===== src/rtl/assert_macros.svh =====
// Assertion macros shared by the automatic headlight controller RTL.
// Needs a clock named clk and an active-low reset named rst_n in scope.
`ifndef ASSERT_MACROS_SVH
`define ASSERT_MACROS_SVH

// Property that must hold in the same cycle as its trigger.
`define AHC_ASSERT_SAME(label, trig, prop, msg) \
    label: assert property (@(posedge clk) disable iff (!rst_n) (trig) |-> (prop)) \
        else $error(msg);

// Property that must hold in the cycle after its trigger.
`define AHC_ASSERT_NEXT(label, trig, prop, msg) \
    label: assert property (@(posedge clk) disable iff (!rst_n) (trig) |=> (prop)) \
        else $error(msg);

`endif


===== src/rtl/ahc_pkg.sv =====
// Types, constants and helper functions for the automatic headlight controller.
// Used by every module of the block; depends on nothing else.
package ahc_pkg;

    localparam int NUM_SW = 5;
    localparam int NUM_TIMERS = 4;
    localparam int NUM_PULSES = 3;

    localparam int SW_LOCK = 0;
    localparam int SW_UNLOCK = 1;
    localparam int SW_TURN = 2;
    localparam int SW_DOOR = 3;
    localparam int SW_IGN = 4;

    localparam int T_LEAVE = 0;
    localparam int T_COURTESY = 1;
    localparam int T_FOLLOW = 2;
    localparam int T_ACC = 3;

    localparam logic [31:0] DEBOUNCE_MS = 32'd30;
    localparam logic [31:0] PAIR_WINDOW_MS = 32'd1500;
    localparam logic [31:0] REARM_MS = 32'd5000;
    localparam logic [31:0] AMBIENT_STABLE_MS = 32'd2500;
    localparam logic [31:0] FAULT_STABLE_MS = 32'd4000;
    localparam logic [11:0] FAULT_LOW = 12'd5;
    localparam logic [11:0] FAULT_HIGH = 12'd1018;

    localparam int CFG_IDX_BITS = 3;
    localparam logic [CFG_IDX_BITS-1:0] REG_DARK_THRESHOLD = 3'd0;
    localparam logic [CFG_IDX_BITS-1:0] REG_BRIGHT_THRESHOLD = 3'd1;
    localparam logic [CFG_IDX_BITS-1:0] REG_LEAVE_LOCK_MS = 3'd2;
    localparam logic [CFG_IDX_BITS-1:0] REG_LEAVE_UNLOCK_MS = 3'd3;
    localparam logic [CFG_IDX_BITS-1:0] REG_COURTESY_MS = 3'd4;
    localparam logic [CFG_IDX_BITS-1:0] REG_FOLLOW_HOME_MS = 3'd5;
    localparam logic [CFG_IDX_BITS-1:0] REG_ACCESSORY_HOLD_MS = 3'd6;
    localparam logic [CFG_IDX_BITS-1:0] REG_INVERT_MASK = 3'd7;

    typedef struct packed {
        logic        action;
        logic [31:0] now_ms;
        logic        lock_level;
        logic        unlock_level;
        logic        turn_level;
        logic        door_level;
        logic        ignition_level;
        logic [9:0]  light_sample;
    } item_t;

    typedef struct packed {
        logic headlight_on;
        logic accessory_on;
        logic sensor_fault;
        logic ambient_is_dark;
    } result_t;

    typedef struct packed {
        logic [9:0]  dark_threshold;
        logic [9:0]  bright_threshold;
        logic [31:0] leave_lock_ms;
        logic [31:0] leave_unlock_ms;
        logic [31:0] courtesy_ms;
        logic [31:0] follow_home_ms;
        logic [31:0] accessory_hold_ms;
        logic [4:0]  invert_mask;
    } cfg_t;

    typedef struct packed {
        logic [NUM_SW-1:0]        debounced_level;
        logic [NUM_SW-1:0]        last_raw_level;
        logic [NUM_SW-1:0][31:0]  level_changed_time;
        logic                     dark_now;
        logic                     dark_candidate;
        logic [31:0]              dark_changed_time;
        logic                     fault_now;
        logic                     fault_candidate;
        logic [31:0]              fault_changed_time;
        logic                     ambient_ready;
    } sense_st_t;

    typedef struct packed {
        logic [NUM_TIMERS-1:0]        timer_running;
        logic [NUM_TIMERS-1:0][31:0]  timer_start_time;
        logic                         leave_uses_unlock;
        logic                         accessory_door_cycle;
        logic [NUM_PULSES-1:0]        pulse_pending;
        logic [NUM_PULSES-1:0][31:0]  pulse_time;
        logic                         door_armed;
        logic                         rearm_waiting;
        logic [31:0]                  door_closed_time;
        logic                         drive_mode_prev;
    } ctrl_st_t;

    // Elapsed time with wrap-around, limited to the time mask.
    function automatic logic [31:0] since_ms(input logic [31:0] now_t,
                                             input logic [31:0] then_t,
                                             input logic [31:0] mask);
        return (now_t - then_t) & mask;
    endfunction

    // Plain absolute difference of two stored timestamps.
    function automatic logic [31:0] dist_ms(input logic [31:0] a, input logic [31:0] b);
        return (a > b) ? (a - b) : (b - a);
    endfunction

endpackage


===== src/rtl/auto_headlight_controller_core.sv =====
// Top level of the automatic headlight controller: input, state and result registers.
// Depends on ahc_pkg, ahc_sense, ahc_ctrl and assert_macros.svh.
//
//   Channel   Signals                          Direction
//   input     in_valid, in_stall, in_data      item beats into the block
//   output    out_valid, out_stall, out_data   result beats out of the block
//   config    cfg_wr_en, cfg_index, cfg_data   register writes, no read-back
//
// One beat is taken per cycle while in_stall is low; the result of each is registered.
// The whole step is combinational between the input register and the result register.
// Reset loads the documented register values and the initial state and clears valid flags.
// A stalled result holds the result register; the input register then holds one
// more beat, after which in_stall rises.
`include "assert_macros.svh"

module auto_headlight_controller_core #(
    parameter int TIME_BITS = 32,
    parameter int SAMPLE_BITS = 10
) (
    input  logic                               clk,
    input  logic                               rst_n,
    input  logic                               in_valid,
    output logic                               in_stall,
    input  ahc_pkg::item_t                     in_data,
    output logic                               out_valid,
    input  logic                               out_stall,
    output ahc_pkg::result_t                   out_data,
    input  logic                               cfg_wr_en,
    input  logic [ahc_pkg::CFG_IDX_BITS-1:0]   cfg_index,
    input  logic [31:0]                        cfg_data
);

    ahc_pkg::cfg_t      cfg_reg;
    ahc_pkg::item_t     item_reg;
    logic               item_valid_reg;
    ahc_pkg::sense_st_t sense_reg;
    ahc_pkg::sense_st_t sense_next;
    ahc_pkg::ctrl_st_t  ctrl_reg;
    ahc_pkg::ctrl_st_t  ctrl_next;
    ahc_pkg::result_t   result_next;
    ahc_pkg::result_t   out_reg;
    logic               out_valid_reg;
    logic [4:0]         ev;
    logic               advance;

    ahc_sense #(
        .TIME_BITS   (TIME_BITS),
        .SAMPLE_BITS (SAMPLE_BITS)
    ) u_sense (
        .item (item_reg),
        .cfg  (cfg_reg),
        .st   (sense_reg),
        .nxt  (sense_next),
        .ev   (ev)
    );

    ahc_ctrl #(
        .TIME_BITS (TIME_BITS)
    ) u_ctrl (
        .item      (item_reg),
        .cfg       (cfg_reg),
        .st        (ctrl_reg),
        .deb       (sense_next.debounced_level),
        .ev        (ev),
        .dark_now  (sense_next.dark_now),
        .fault_now (sense_next.fault_now),
        .nxt       (ctrl_next),
        .res       (result_next)
    );

    assign advance = item_valid_reg && (!out_valid_reg || !out_stall);
    assign in_stall = item_valid_reg && !advance;
    assign out_valid = out_valid_reg;
    assign out_data = out_reg;

    always_ff @(posedge clk or negedge rst_n)
    begin
        if (!rst_n)
        begin
            cfg_reg.dark_threshold <= 10'd790;
            cfg_reg.bright_threshold <= 10'd750;
            cfg_reg.leave_lock_ms <= 32'd40000;
            cfg_reg.leave_unlock_ms <= 32'd20000;
            cfg_reg.courtesy_ms <= 32'd20000;
            cfg_reg.follow_home_ms <= 32'd30000;
            cfg_reg.accessory_hold_ms <= 32'd600000;
            cfg_reg.invert_mask <= 5'd23;
        end
        else if (cfg_wr_en)
        begin
            case (cfg_index)
                ahc_pkg::REG_DARK_THRESHOLD:    cfg_reg.dark_threshold <= cfg_data[9:0];
                ahc_pkg::REG_BRIGHT_THRESHOLD:  cfg_reg.bright_threshold <= cfg_data[9:0];
                ahc_pkg::REG_LEAVE_LOCK_MS:     cfg_reg.leave_lock_ms <= cfg_data;
                ahc_pkg::REG_LEAVE_UNLOCK_MS:   cfg_reg.leave_unlock_ms <= cfg_data;
                ahc_pkg::REG_COURTESY_MS:       cfg_reg.courtesy_ms <= cfg_data;
                ahc_pkg::REG_FOLLOW_HOME_MS:    cfg_reg.follow_home_ms <= cfg_data;
                ahc_pkg::REG_ACCESSORY_HOLD_MS: cfg_reg.accessory_hold_ms <= cfg_data;
                ahc_pkg::REG_INVERT_MASK:       cfg_reg.invert_mask <= cfg_data[4:0];
                default:                        cfg_reg <= cfg_reg;
            endcase
        end
    end

    always_ff @(posedge clk or negedge rst_n)
    begin
        if (!rst_n)
        begin
            item_valid_reg <= 1'b0;
            out_valid_reg <= 1'b0;
            sense_reg.debounced_level <= '1;
            sense_reg.last_raw_level <= '1;
            sense_reg.level_changed_time <= '0;
            sense_reg.dark_now <= 1'b0;
            sense_reg.dark_candidate <= 1'b0;
            sense_reg.dark_changed_time <= '0;
            sense_reg.fault_now <= 1'b0;
            sense_reg.fault_candidate <= 1'b0;
            sense_reg.fault_changed_time <= '0;
            sense_reg.ambient_ready <= 1'b0;
            ctrl_reg <= '0;
        end
        else
        begin
            if (in_valid && !in_stall)
            begin
                item_valid_reg <= 1'b1;
            end
            else if (advance)
            begin
                item_valid_reg <= 1'b0;
            end

            if (advance)
            begin
                out_valid_reg <= 1'b1;
                sense_reg <= sense_next;
                ctrl_reg <= ctrl_next;
            end
            else if (!out_stall)
            begin
                out_valid_reg <= 1'b0;
            end
        end
    end

    always_ff @(posedge clk)
    begin
        if (in_valid && !in_stall)
        begin
            item_reg <= in_data;
        end
        if (advance)
        begin
            out_reg <= result_next;
        end
    end

    `AHC_ASSERT_NEXT(a_step_gives_result, advance, out_valid_reg, "processed beat gave no result")
    `AHC_ASSERT_SAME(a_stall_needs_item, in_stall, item_valid_reg, "input stalled with no held beat")
    `AHC_ASSERT_SAME(a_fault_confirmed, $rose(sense_reg.fault_now), sense_reg.fault_candidate, "fault confirmed without candidate")

endmodule


===== src/rtl/ahc_sense.sv =====
// Input conditioning: switch normalisation and debouncing, ambient and sensor fault tracking.
// Depends on ahc_pkg.
module ahc_sense #(
    parameter int TIME_BITS = 32,
    parameter int SAMPLE_BITS = 10
) (
    input  ahc_pkg::item_t     item,
    input  ahc_pkg::cfg_t      cfg,
    input  ahc_pkg::sense_st_t st,
    output ahc_pkg::sense_st_t nxt,
    output logic [4:0]         ev
);

    localparam logic [31:0] TMASK = 32'((64'd1 << TIME_BITS) - 64'd1);
    localparam logic [11:0] SMASK = 12'((32'd1 << SAMPLE_BITS) - 32'd1);

    logic [31:0] now_t;
    logic [11:0] smp;
    logic [4:0]  raw;
    logic [10:0] thr_sum;
    logic [11:0] thr_mean;
    logic        is_fault;
    logic        target;

    always_comb
    begin
        now_t = item.now_ms & TMASK;
        smp = {2'b00, item.light_sample} & SMASK;
        raw = {item.ignition_level, item.door_level, item.turn_level,
               item.unlock_level, item.lock_level} ^ cfg.invert_mask;
        thr_sum = {1'b0, cfg.dark_threshold} + {1'b0, cfg.bright_threshold};
        thr_mean = {2'b00, thr_sum[10:1]};
        is_fault = (smp <= ahc_pkg::FAULT_LOW) || (smp >= ahc_pkg::FAULT_HIGH);
        target = 1'b0;
        nxt = st;
        ev = '0;

        if (!item.action)
        begin
            nxt.debounced_level = raw;
            nxt.last_raw_level = raw;
            for (int i = 0; i < ahc_pkg::NUM_SW; i++)
            begin
                nxt.level_changed_time[i] = now_t;
            end
        end

        if (!item.action || !st.ambient_ready)
        begin
            nxt.dark_now = smp >= thr_mean;
            nxt.dark_candidate = smp >= thr_mean;
            nxt.dark_changed_time = now_t;
            nxt.ambient_ready = 1'b1;
            nxt.fault_candidate = is_fault;
            nxt.fault_changed_time = now_t;
        end
        else
        begin
            if (is_fault != nxt.fault_candidate)
            begin
                nxt.fault_candidate = is_fault;
                nxt.fault_changed_time = now_t;
            end
            else if (is_fault != nxt.fault_now &&
                     ahc_pkg::since_ms(now_t, nxt.fault_changed_time, TMASK) >=
                     ahc_pkg::FAULT_STABLE_MS)
            begin
                nxt.fault_now = is_fault;
                if (!is_fault)
                begin
                    nxt.dark_changed_time = now_t;
                end
            end

            if (!nxt.fault_now)
            begin
                target = nxt.dark_now;
                if (!nxt.dark_now && smp >= {2'b00, cfg.dark_threshold})
                begin
                    target = 1'b1;
                end
                else if (nxt.dark_now && smp <= {2'b00, cfg.bright_threshold})
                begin
                    target = 1'b0;
                end

                if (target == nxt.dark_now)
                begin
                    nxt.dark_candidate = nxt.dark_now;
                end
                else if (target != nxt.dark_candidate)
                begin
                    nxt.dark_candidate = target;
                    nxt.dark_changed_time = now_t;
                end
                else if (ahc_pkg::since_ms(now_t, nxt.dark_changed_time, TMASK) >=
                         ahc_pkg::AMBIENT_STABLE_MS)
                begin
                    nxt.dark_now = target;
                    nxt.dark_candidate = target;
                end
            end
        end

        if (item.action)
        begin
            for (int i = 0; i < ahc_pkg::NUM_SW; i++)
            begin
                if (raw[i] != nxt.last_raw_level[i])
                begin
                    nxt.last_raw_level[i] = raw[i];
                    nxt.level_changed_time[i] = now_t;
                end
                if (ahc_pkg::since_ms(now_t, nxt.level_changed_time[i], TMASK) >=
                    ahc_pkg::DEBOUNCE_MS &&
                    nxt.debounced_level[i] != nxt.last_raw_level[i])
                begin
                    nxt.debounced_level[i] = nxt.last_raw_level[i];
                    ev[i] = 1'b1;
                end
            end
        end
    end

endmodule


===== src/rtl/ahc_ctrl.sv =====
// Light control: door re-arming, pulse pairing, the four light and accessory timers, outputs.
// Depends on ahc_pkg; takes the conditioned inputs from ahc_sense.
module ahc_ctrl #(
    parameter int TIME_BITS = 32
) (
    input  ahc_pkg::item_t    item,
    input  ahc_pkg::cfg_t     cfg,
    input  ahc_pkg::ctrl_st_t st,
    input  logic [4:0]        deb,
    input  logic [4:0]        ev,
    input  logic              dark_now,
    input  logic              fault_now,
    output ahc_pkg::ctrl_st_t nxt,
    output ahc_pkg::result_t  res
);

    localparam logic [31:0] TMASK = 32'((64'd1 << TIME_BITS) - 64'd1);

    logic [31:0] now_t;
    logic        door_open_ev;
    logic        door_close_ev;
    logic        ign_on_ev;
    logic        ign_off_ev;
    logic        ign_on;
    logic        usable;
    logic        eligible;
    logic        lm;
    logic        um;
    logic [31:0] dur;

    always_comb
    begin
        now_t = item.now_ms & TMASK;
        door_open_ev = ev[ahc_pkg::SW_DOOR] && !deb[ahc_pkg::SW_DOOR];
        door_close_ev = ev[ahc_pkg::SW_DOOR] && deb[ahc_pkg::SW_DOOR];
        ign_on_ev = ev[ahc_pkg::SW_IGN] && !deb[ahc_pkg::SW_IGN];
        ign_off_ev = ev[ahc_pkg::SW_IGN] && deb[ahc_pkg::SW_IGN];
        ign_on = !deb[ahc_pkg::SW_IGN];
        usable = dark_now && !fault_now;
        eligible = !ign_on && deb[ahc_pkg::SW_DOOR] && usable;
        lm = 1'b0;
        um = 1'b0;
        dur = '0;
        nxt = st;

        if (!item.action)
        begin
            nxt.door_armed = deb[ahc_pkg::SW_DOOR];
            nxt.rearm_waiting = 1'b0;
            nxt.door_closed_time = now_t;
            nxt.drive_mode_prev = ign_on && usable;
            res.headlight_on = 1'b0;
            res.accessory_on = 1'b0;
        end
        else
        begin
            if (door_open_ev)
            begin
                nxt.door_armed = 1'b0;
                nxt.rearm_waiting = 1'b0;
            end
            else if (door_close_ev)
            begin
                nxt.rearm_waiting = 1'b1;
                nxt.door_closed_time = now_t;
            end
            else if (nxt.rearm_waiting && deb[ahc_pkg::SW_DOOR] &&
                     ahc_pkg::since_ms(now_t, nxt.door_closed_time, TMASK) >=
                     ahc_pkg::REARM_MS)
            begin
                nxt.rearm_waiting = 1'b0;
                nxt.door_armed = 1'b1;
            end

            if (door_open_ev && nxt.timer_running[ahc_pkg::T_ACC])
            begin
                nxt.accessory_door_cycle = 1'b1;
            end
            if (door_close_ev && nxt.timer_running[ahc_pkg::T_ACC] && nxt.accessory_door_cycle)
            begin
                nxt.timer_running[ahc_pkg::T_ACC] = 1'b0;
                nxt.accessory_door_cycle = 1'b0;
            end

            if (ign_on_ev)
            begin
                nxt.timer_running[ahc_pkg::T_LEAVE] = 1'b0;
                nxt.timer_running[ahc_pkg::T_COURTESY] = 1'b0;
                nxt.timer_running[ahc_pkg::T_FOLLOW] = 1'b0;
                if (nxt.timer_running[ahc_pkg::T_ACC])
                begin
                    nxt.timer_running[ahc_pkg::T_ACC] = 1'b0;
                    nxt.accessory_door_cycle = 1'b0;
                end
                nxt.pulse_pending = '0;
            end
            if (ign_off_ev)
            begin
                nxt.timer_running[ahc_pkg::T_ACC] = 1'b1;
                nxt.timer_start_time[ahc_pkg::T_ACC] = now_t;
                nxt.accessory_door_cycle = 1'b0;
            end

            if (!eligible)
            begin
                nxt.pulse_pending = '0;
            end
            else
            begin
                for (int i = 0; i < ahc_pkg::NUM_PULSES; i++)
                begin
                    if (nxt.pulse_pending[i] &&
                        ahc_pkg::since_ms(now_t, nxt.pulse_time[i], TMASK) >
                        ahc_pkg::PAIR_WINDOW_MS)
                    begin
                        nxt.pulse_pending[i] = 1'b0;
                    end
                    if (ev[i] && !deb[i])
                    begin
                        nxt.pulse_time[i] = now_t;
                        nxt.pulse_pending[i] = 1'b1;
                    end
                end
                lm = nxt.pulse_pending[ahc_pkg::SW_LOCK] && nxt.pulse_pending[ahc_pkg::SW_TURN] &&
                     ahc_pkg::dist_ms(nxt.pulse_time[ahc_pkg::SW_LOCK],
                                      nxt.pulse_time[ahc_pkg::SW_TURN]) <=
                     ahc_pkg::PAIR_WINDOW_MS;
                um = nxt.pulse_pending[ahc_pkg::SW_UNLOCK] &&
                     nxt.pulse_pending[ahc_pkg::SW_TURN] &&
                     ahc_pkg::dist_ms(nxt.pulse_time[ahc_pkg::SW_UNLOCK],
                                      nxt.pulse_time[ahc_pkg::SW_TURN]) <=
                     ahc_pkg::PAIR_WINDOW_MS;
                if (lm && um &&
                    ahc_pkg::dist_ms(nxt.pulse_time[ahc_pkg::SW_UNLOCK],
                                     nxt.pulse_time[ahc_pkg::SW_TURN]) <
                    ahc_pkg::dist_ms(nxt.pulse_time[ahc_pkg::SW_LOCK],
                                     nxt.pulse_time[ahc_pkg::SW_TURN]))
                begin
                    lm = 1'b0;
                end
                if (lm)
                begin
                    nxt.pulse_pending[ahc_pkg::SW_LOCK] = 1'b0;
                    nxt.pulse_pending[ahc_pkg::SW_TURN] = 1'b0;
                    nxt.leave_uses_unlock = 1'b0;
                    nxt.timer_running[ahc_pkg::T_LEAVE] = 1'b1;
                    nxt.timer_start_time[ahc_pkg::T_LEAVE] = now_t;
                end
                else if (um)
                begin
                    nxt.pulse_pending[ahc_pkg::SW_UNLOCK] = 1'b0;
                    nxt.pulse_pending[ahc_pkg::SW_TURN] = 1'b0;
                    nxt.leave_uses_unlock = 1'b1;
                    nxt.timer_running[ahc_pkg::T_LEAVE] = 1'b1;
                    nxt.timer_start_time[ahc_pkg::T_LEAVE] = now_t;
                end
            end

            if (!ign_on && usable && door_open_ev && nxt.door_armed)
            begin
                nxt.timer_running[ahc_pkg::T_COURTESY] = 1'b1;
                nxt.timer_start_time[ahc_pkg::T_COURTESY] = now_t;
            end
            if (ign_off_ev && usable && st.drive_mode_prev)
            begin
                nxt.timer_running[ahc_pkg::T_FOLLOW] = 1'b1;
                nxt.timer_start_time[ahc_pkg::T_FOLLOW] = now_t;
            end

            for (int t = 0; t < ahc_pkg::NUM_TIMERS; t++)
            begin
                case (t)
                    ahc_pkg::T_LEAVE:    dur = nxt.leave_uses_unlock ? cfg.leave_unlock_ms
                                                                     : cfg.leave_lock_ms;
                    ahc_pkg::T_COURTESY: dur = cfg.courtesy_ms;
                    ahc_pkg::T_FOLLOW:   dur = cfg.follow_home_ms;
                    default:             dur = cfg.accessory_hold_ms;
                endcase
                if (nxt.timer_running[t] &&
                    ahc_pkg::since_ms(now_t, nxt.timer_start_time[t], TMASK) >= dur)
                begin
                    nxt.timer_running[t] = 1'b0;
                    if (t == ahc_pkg::T_ACC)
                    begin
                        nxt.accessory_door_cycle = 1'b0;
                    end
                end
            end

            nxt.drive_mode_prev = ign_on && usable;
            res.headlight_on = nxt.drive_mode_prev ||
                               nxt.timer_running[ahc_pkg::T_LEAVE] ||
                               nxt.timer_running[ahc_pkg::T_COURTESY] ||
                               nxt.timer_running[ahc_pkg::T_FOLLOW];
            res.accessory_on = ign_on || nxt.timer_running[ahc_pkg::T_ACC];
        end
        res.sensor_fault = fault_now;
        res.ambient_is_dark = dark_now;
    end

endmodule

===== config.mk =====
export PLATFORM = sky130hd
export DESIGN_NAME = auto_headlight_controller_core
export DESIGN_NICKNAME = d
export VERILOG_FILES = /design/src/rtl/ahc_pkg.sv /design/src/rtl/auto_headlight_controller_core.sv /design/src/rtl/ahc_sense.sv /design/src/rtl/ahc_ctrl.sv
export VERILOG_INCLUDE_DIRS = /design/src /design/src/rtl
export SDC_FILE = /design/constraint.sdc
export NUM_CORES = 2
export LEC_CHECK = 0
export BUFFER_PORTS_ARGS = -buffer_cell sky130_fd_sc_hd__buf_4
export CORE_MARGIN = 3
export CORE_UTILIZATION = 40
export CTS_BUF_LIST = sky130_fd_sc_hd__clkbuf_4
export DETAILED_ROUTE_END_ITERATION = 10
export PLACE_DENSITY_LB_ADDON = 0.08
export SYNTH_ARGS = -nofsm -noshare
export SYNTH_HDL_FRONTEND = slang
export SYNTH_HIERARCHICAL = 1
export SYNTH_SLANG_ARGS = --single-unit

===== constraint.sdc =====
create_clock -name clk -period 42.2 [get_ports clk]
set_input_delay 6.33 -clock clk [delete_from_list [all_inputs] [get_ports clk]]
set_output_delay 6.33 -clock clk [all_outputs]
set_load 0.02 [all_outputs]

# --- Yosys cells after proc, flatten, opt, wreduce, memory -nomap -nowiden ---
# Cells that the tools add are included.
totals:
  ramBits: 0
  latch_bits: 0
  ff_bits: 746
  inputBits: 88
  memories: 0
  rom_bits: 0
classes:
  n_shift: 0
  reduce_logical: 84
  mul: 0
  n_addsub: 20
  muxes: 140
  n_bitwise: 1
  div: 0
  n_lt_le_gt_ge: 25
  n_eq_ne: 26
op_table:
  columns: ["cell", "count"]
  rows:
  - ["32-bit 2-to-1 mux", 37]
  - ["32-bit subtractor", 19]
  - ["170-bit 2-to-1 mux", 2]
  - ["33-bit 2-to-1 mux", 9]
  - ["32-bit by 5-bit >= comparator with 1-bit output (second input constant)", 5]
  - ["32-bit >= comparator", 4]
  - ["32-bit by 11-bit greater-than comparator with 1-bit output (second input constant)", 3]
  - ["1-bit 2-to-1 mux", 79]
  - ["34-bit 2-to-1 mux", 2]
  - ["32-bit by 12-bit >= comparator with 1-bit output (second input constant)", 2]
  - ["32-bit greater-than comparator", 2]
  - ["32-bit by 11-bit <= comparator with 1-bit output (second input constant)", 2]
  - ["1-bit logical AND", 45]
  - ["35-bit 2-to-1 mux", 1]
  - ["32-bit by 13-bit >= comparator with 1-bit output (second input constant)", 1]
  - ["32-bit less-than comparator", 1]
  - ["2-bit AND reduction", 12]
  - ["10-bit >= comparator", 2]
  - ["1-bit logical NOT", 13]
  - ["1-bit != test", 13]
  - ["3-bit equality test (second input constant)", 4]
  - ["4-bit 2-to-1 mux", 3]
  - ["10-bit by 10-bit adder with 11-bit output", 1]
  - ["10-bit >= comparator (second input constant)", 1]
  - ["17 further kinds", 33]

# --- Depth between registers and ports, before layout ---
logic_depth:
  word_depth: 45
  mapped_depth: 76
  ltp_nobuf: 68

# --- Cells and area by module ---
# The synthesis kept the hierarchy.
modules_own_cells:
  columns: ["module", "seq_area_each_um2", "cells_per_inst", "area_per_inst_um2", "instances"]
  rows:
  - ["ahc_ctrl", 0.0, 4438, 29965.0, 1]
  - ["auto_headlight_controller_core", 18998.2, 1531, 27492.6, 1]
  - ["ahc_sense", 0.0, 2759, 18634.1, 1]

# --- Worst setup path after synthesis ---
# No wires, ideal clock.
synth_timing:
  path_type: "register to register"
  from: "register cfg_reg[2] in the netlist's numbering"
  to: "register ctrl_reg[264] in the netlist's numbering"
  arrival_time_ns: 14.692
  path_stages_with_launch: 72
  required_time_ns: 42.075
  setup_slack_ns: 27.383
  setup_ns: 0.125
  cell_sequence: "dfstp_2 > xor2_1 > xnor2_1 > nand2_1 > buf_1 > mux2_2 > ha_1 > inv_1 > fa_1 > a21o_1 > a21o_1 > nand2_1 > a31o_2 > o21ai_0 > a211oi_1 > nor4_1 > nand4_1 > nor4_1 > (+36 left out) > a31oi_1 > nand4_1 > a31oi_1 > a41o_1 > or4_1 > a311o_1 > a21o_1 > a21oi_1 > o21bai_1 > a21oi_1 > xnor2_1 > ha_1 > nand4_1 > or2_2 > o2111ai_1 > a2bb2oi_1 > o21ai_0 > mux2_2"
synth_lines:
  columns: ["item", "line_no", "rtl"]
  rows:
  - ["from (decl)", "auto_headlight_controller_core.sv:33", "ahc_pkg::cfg_t cfg_reg;"]
  - ["from (signal assigned)", "auto_headlight_controller_core.sv:100", "default: cfg_reg <= cfg_reg;"]
  - ["to (signal assigned)", "auto_headlight_controller_core.sv:138", "ctrl_reg <= ctrl_next;"]
  - ["to (decl)", "auto_headlight_controller_core.sv:38", "ahc_pkg::ctrl_st_t ctrl_reg;"]

==> summary.txt <==
Clock tree
  – Post-CTS setup buffer count: 0
  – CTS buffer count: 218
  – Cts repair resizes: 0
  – Clock slew at reported path FFs: 70 ps
  – CTS Buffer Depth: 3
  – Clk root buf: clkbuf_4
  – TritonCTS clock tree: built
  – Clock Sinks: 712
  – Clock Latency Late Sink: 1280 ps
  – Hold-fix buffers, CTS: 0
  – CTS H-tree lvls: 4

Placed design
  – HPWL after DPL: 182000 um
  – Placer Congestion: 0.942
  – Placed inst area: 75400 sq um
  – DP Worst Slack: 23540 ps
  – Placed insts: 10500
  – IO Port Bufs: 93

STA
  – PnR worst setup slack: 23150 ps
  – Setup_tns: 0 ps
  – Setup violations, final: 0
  – RSZ-0062 raised after global routing: no
  – Hold Fails Final Rpt: 0
  – Max Clock Freq: 0.0525 GHz
  – Tmin final: 19050 ps
  – Final period utilization: 0.451
  – Fin Hold WS: 478 ps
  – Relative slew slack: 0.283
  – Final Max Tran Viols: 0
  – Skew final: 121 ps
  – Least-Margin Pin Slew: 1080 ps

Floorplan
  – Number of core rows: 155
  – CORE AREA: 180000 sq um
  – Top-level port count: 94
  – Starting Density: 0.405
  – Die area: 187000 sq um
  – Chip height: 432 um
  – Die W: 432 um

Worst setup path
  – Crit-path leading delay family: compound AO/OA/AOI/OAI gates
  – Buf/Inv on CP: 7
  – Crit-path slowest cell: nor4_4
  – Setup crit end kind: flip-flop
  – Critical path fanouts, max: 49
  – Kind of critical path: reg -> reg
  – Crit-path most repeated cell: a21oi_1
  – Worst path required time: 43350 ps
  – Reg2reg start: cfg_reg[1]$_DFFE_PN1P_
  – Crit path launch type: flip-flop
  – Endpoint arrival time on the critical path: 20210 ps
  – CP max stage delay: 660 ps
  – Worst Setup SP: cfg_reg[1]$_DFFE_PN1P_

Cells and area
  – Max reg flops: 239
  – Cell area after layout: 78400 sq um
  – Layout cells sized above 1: 0.179
  – Fin cells: 10900
  – Layout area overhead: 7.85%
  – # nets final: 9214
  – Fin util: 0.436

Power and ir drop
  – Total power: 7.13 mW
  – Peak supply drop: 0.0815 mV
  – Static Leak: 36.6 nW
  – Switch share: 0.522
  – Internal: 3.41 mW
  – Reg power frac: 0.144
  – P_sw: 3.72 mW
  – PwrDens: 91.0 nW/um^2
  – Gate power share: 0.752
  – Clk pwr share: 0.104

Synth
  – Syn. warnings: 6
  – Mapped Nets: 9190
  – Cells after synthesis: 8337
  – Netlist Area Pre-Place: 72700 sq um
  – Mean Syn Cell Area: 8.72 sq um

GRT
  – Grt total ovfl: 0
  – Largest net degree at the start of global routing: 130
  – Number of global-route vias before repair: 61500
  – GRT met3 Usage: 0.0323
  – GR Layer Usage met2: 0.420
  – Gr busiest metal: met2
  – First-pass GRT wire length: 375000 um
  – Initial antenna violation count: 16
  – Met1 Usage GRT: 0.362
  – All-Layer GR Usage: 0.258

Route
  – Residual DRC count: 0
  – 1st-pass router iterations: 6
  – Antenna Nets Post-Route: 0
  – DR WL/cell: 22.7 um
  – DRT iter0 DRCs: 4612
  – Routed WL: 247000 um
  – Routed vias/inst: 5.81
  – Via count: 63400

Run
  – Max Cap Viol: 0

Status
  – Status: finished, final reports clean

Min path
  – Hold WC Path Type: reg -> reg
  – Hold_sp: cfg_reg[133]$_DFFE_PN0P_
final cells by class:
cell class / instances / area (sq um)
antenna: 9 / 22.5
inverter: 738 / 2770
timing repair buffer: 204 / 1580
multi-input combinational: 6487 / 49900
clock buffer: 321 / 2410
tap: 2355 / 2950
sequential: 712 / 18100
clock inverter: 79 / 551
fill: 18100 / 101000
cell usage in the layout (no fill, tap or decap), types with 58 or more instances in the layout:
cell and instances:
nand4_1 106, dfrtp_1 604, nand2b_1 112, inv_1 735
mux2_1 120, buf_4 200, xor2_1 116, nor2b_1 104
a21o_1 260, nand2_1 541, ha_1 748, and3_1 62
o21ai_0 450, xnor2_1 216, o21a_1 80, mux2_2 808
mux2i_1 237, a21oi_1 608, o211ai_1 64, nor3_1 142
clkbuf_4 321, a31oi_1 79, nor2_1 480, o21bai_1 58
a211oi_1 86, nand3_1 164
worst reg2reg max path, delay by kind of cell, from the launching register on:
kind	cells	cell delay [ps]
AOI/OAI and AO/OA	26	6400
xor gates and xnor gates	4	700
adders and majority gates	6	1910
buffers and inverters	7	2030
DFF	1	540
muxes	5	1630
and+or+nand+nor	20	5670
power groups by stage:
stage	sequential, mW	clock, mW	combinational, mW
floorplan	1.01	0	3.88
detailed placement	1.04	0	5.27
global placement	1.03	0	5.27
global route	1.06	0.811	5.90
finish	1.03	0.739	5.36
CTS	1.03	0.776	5.31
routing by layer:
layer | up-vias | part of all wire
met5 | - | 0
met4 | 0 | 0.024
met3 | 347 | 0.047
met2 | 1649 | 0.45
met1 | 30800 | 0.48
li1 | 30600 | -
worst paths after layout:
kind / cells after the start / endpoint / slack [ps]
max: 68 / ctrl_reg[264]$_DFFE_PN0P_ / 23150
min: 1 / cfg_reg[133]$_DFFE_PN0P_ / 480
max reg2reg: 68 / ctrl_reg[264]$_DFFE_PN0P_ / 23150
min reg2reg: 1 / cfg_reg[133]$_DFFE_PN0P_ / 480
max in group asynchronous: 5 / ctrl_reg[223]$_DFFE_PN0P_ / 33420
min in group asynchronous: 1 / sense_reg[9]$_DFFE_PN0P_ / 5030
No activity file was read; power rests on OpenSTA's default activity.
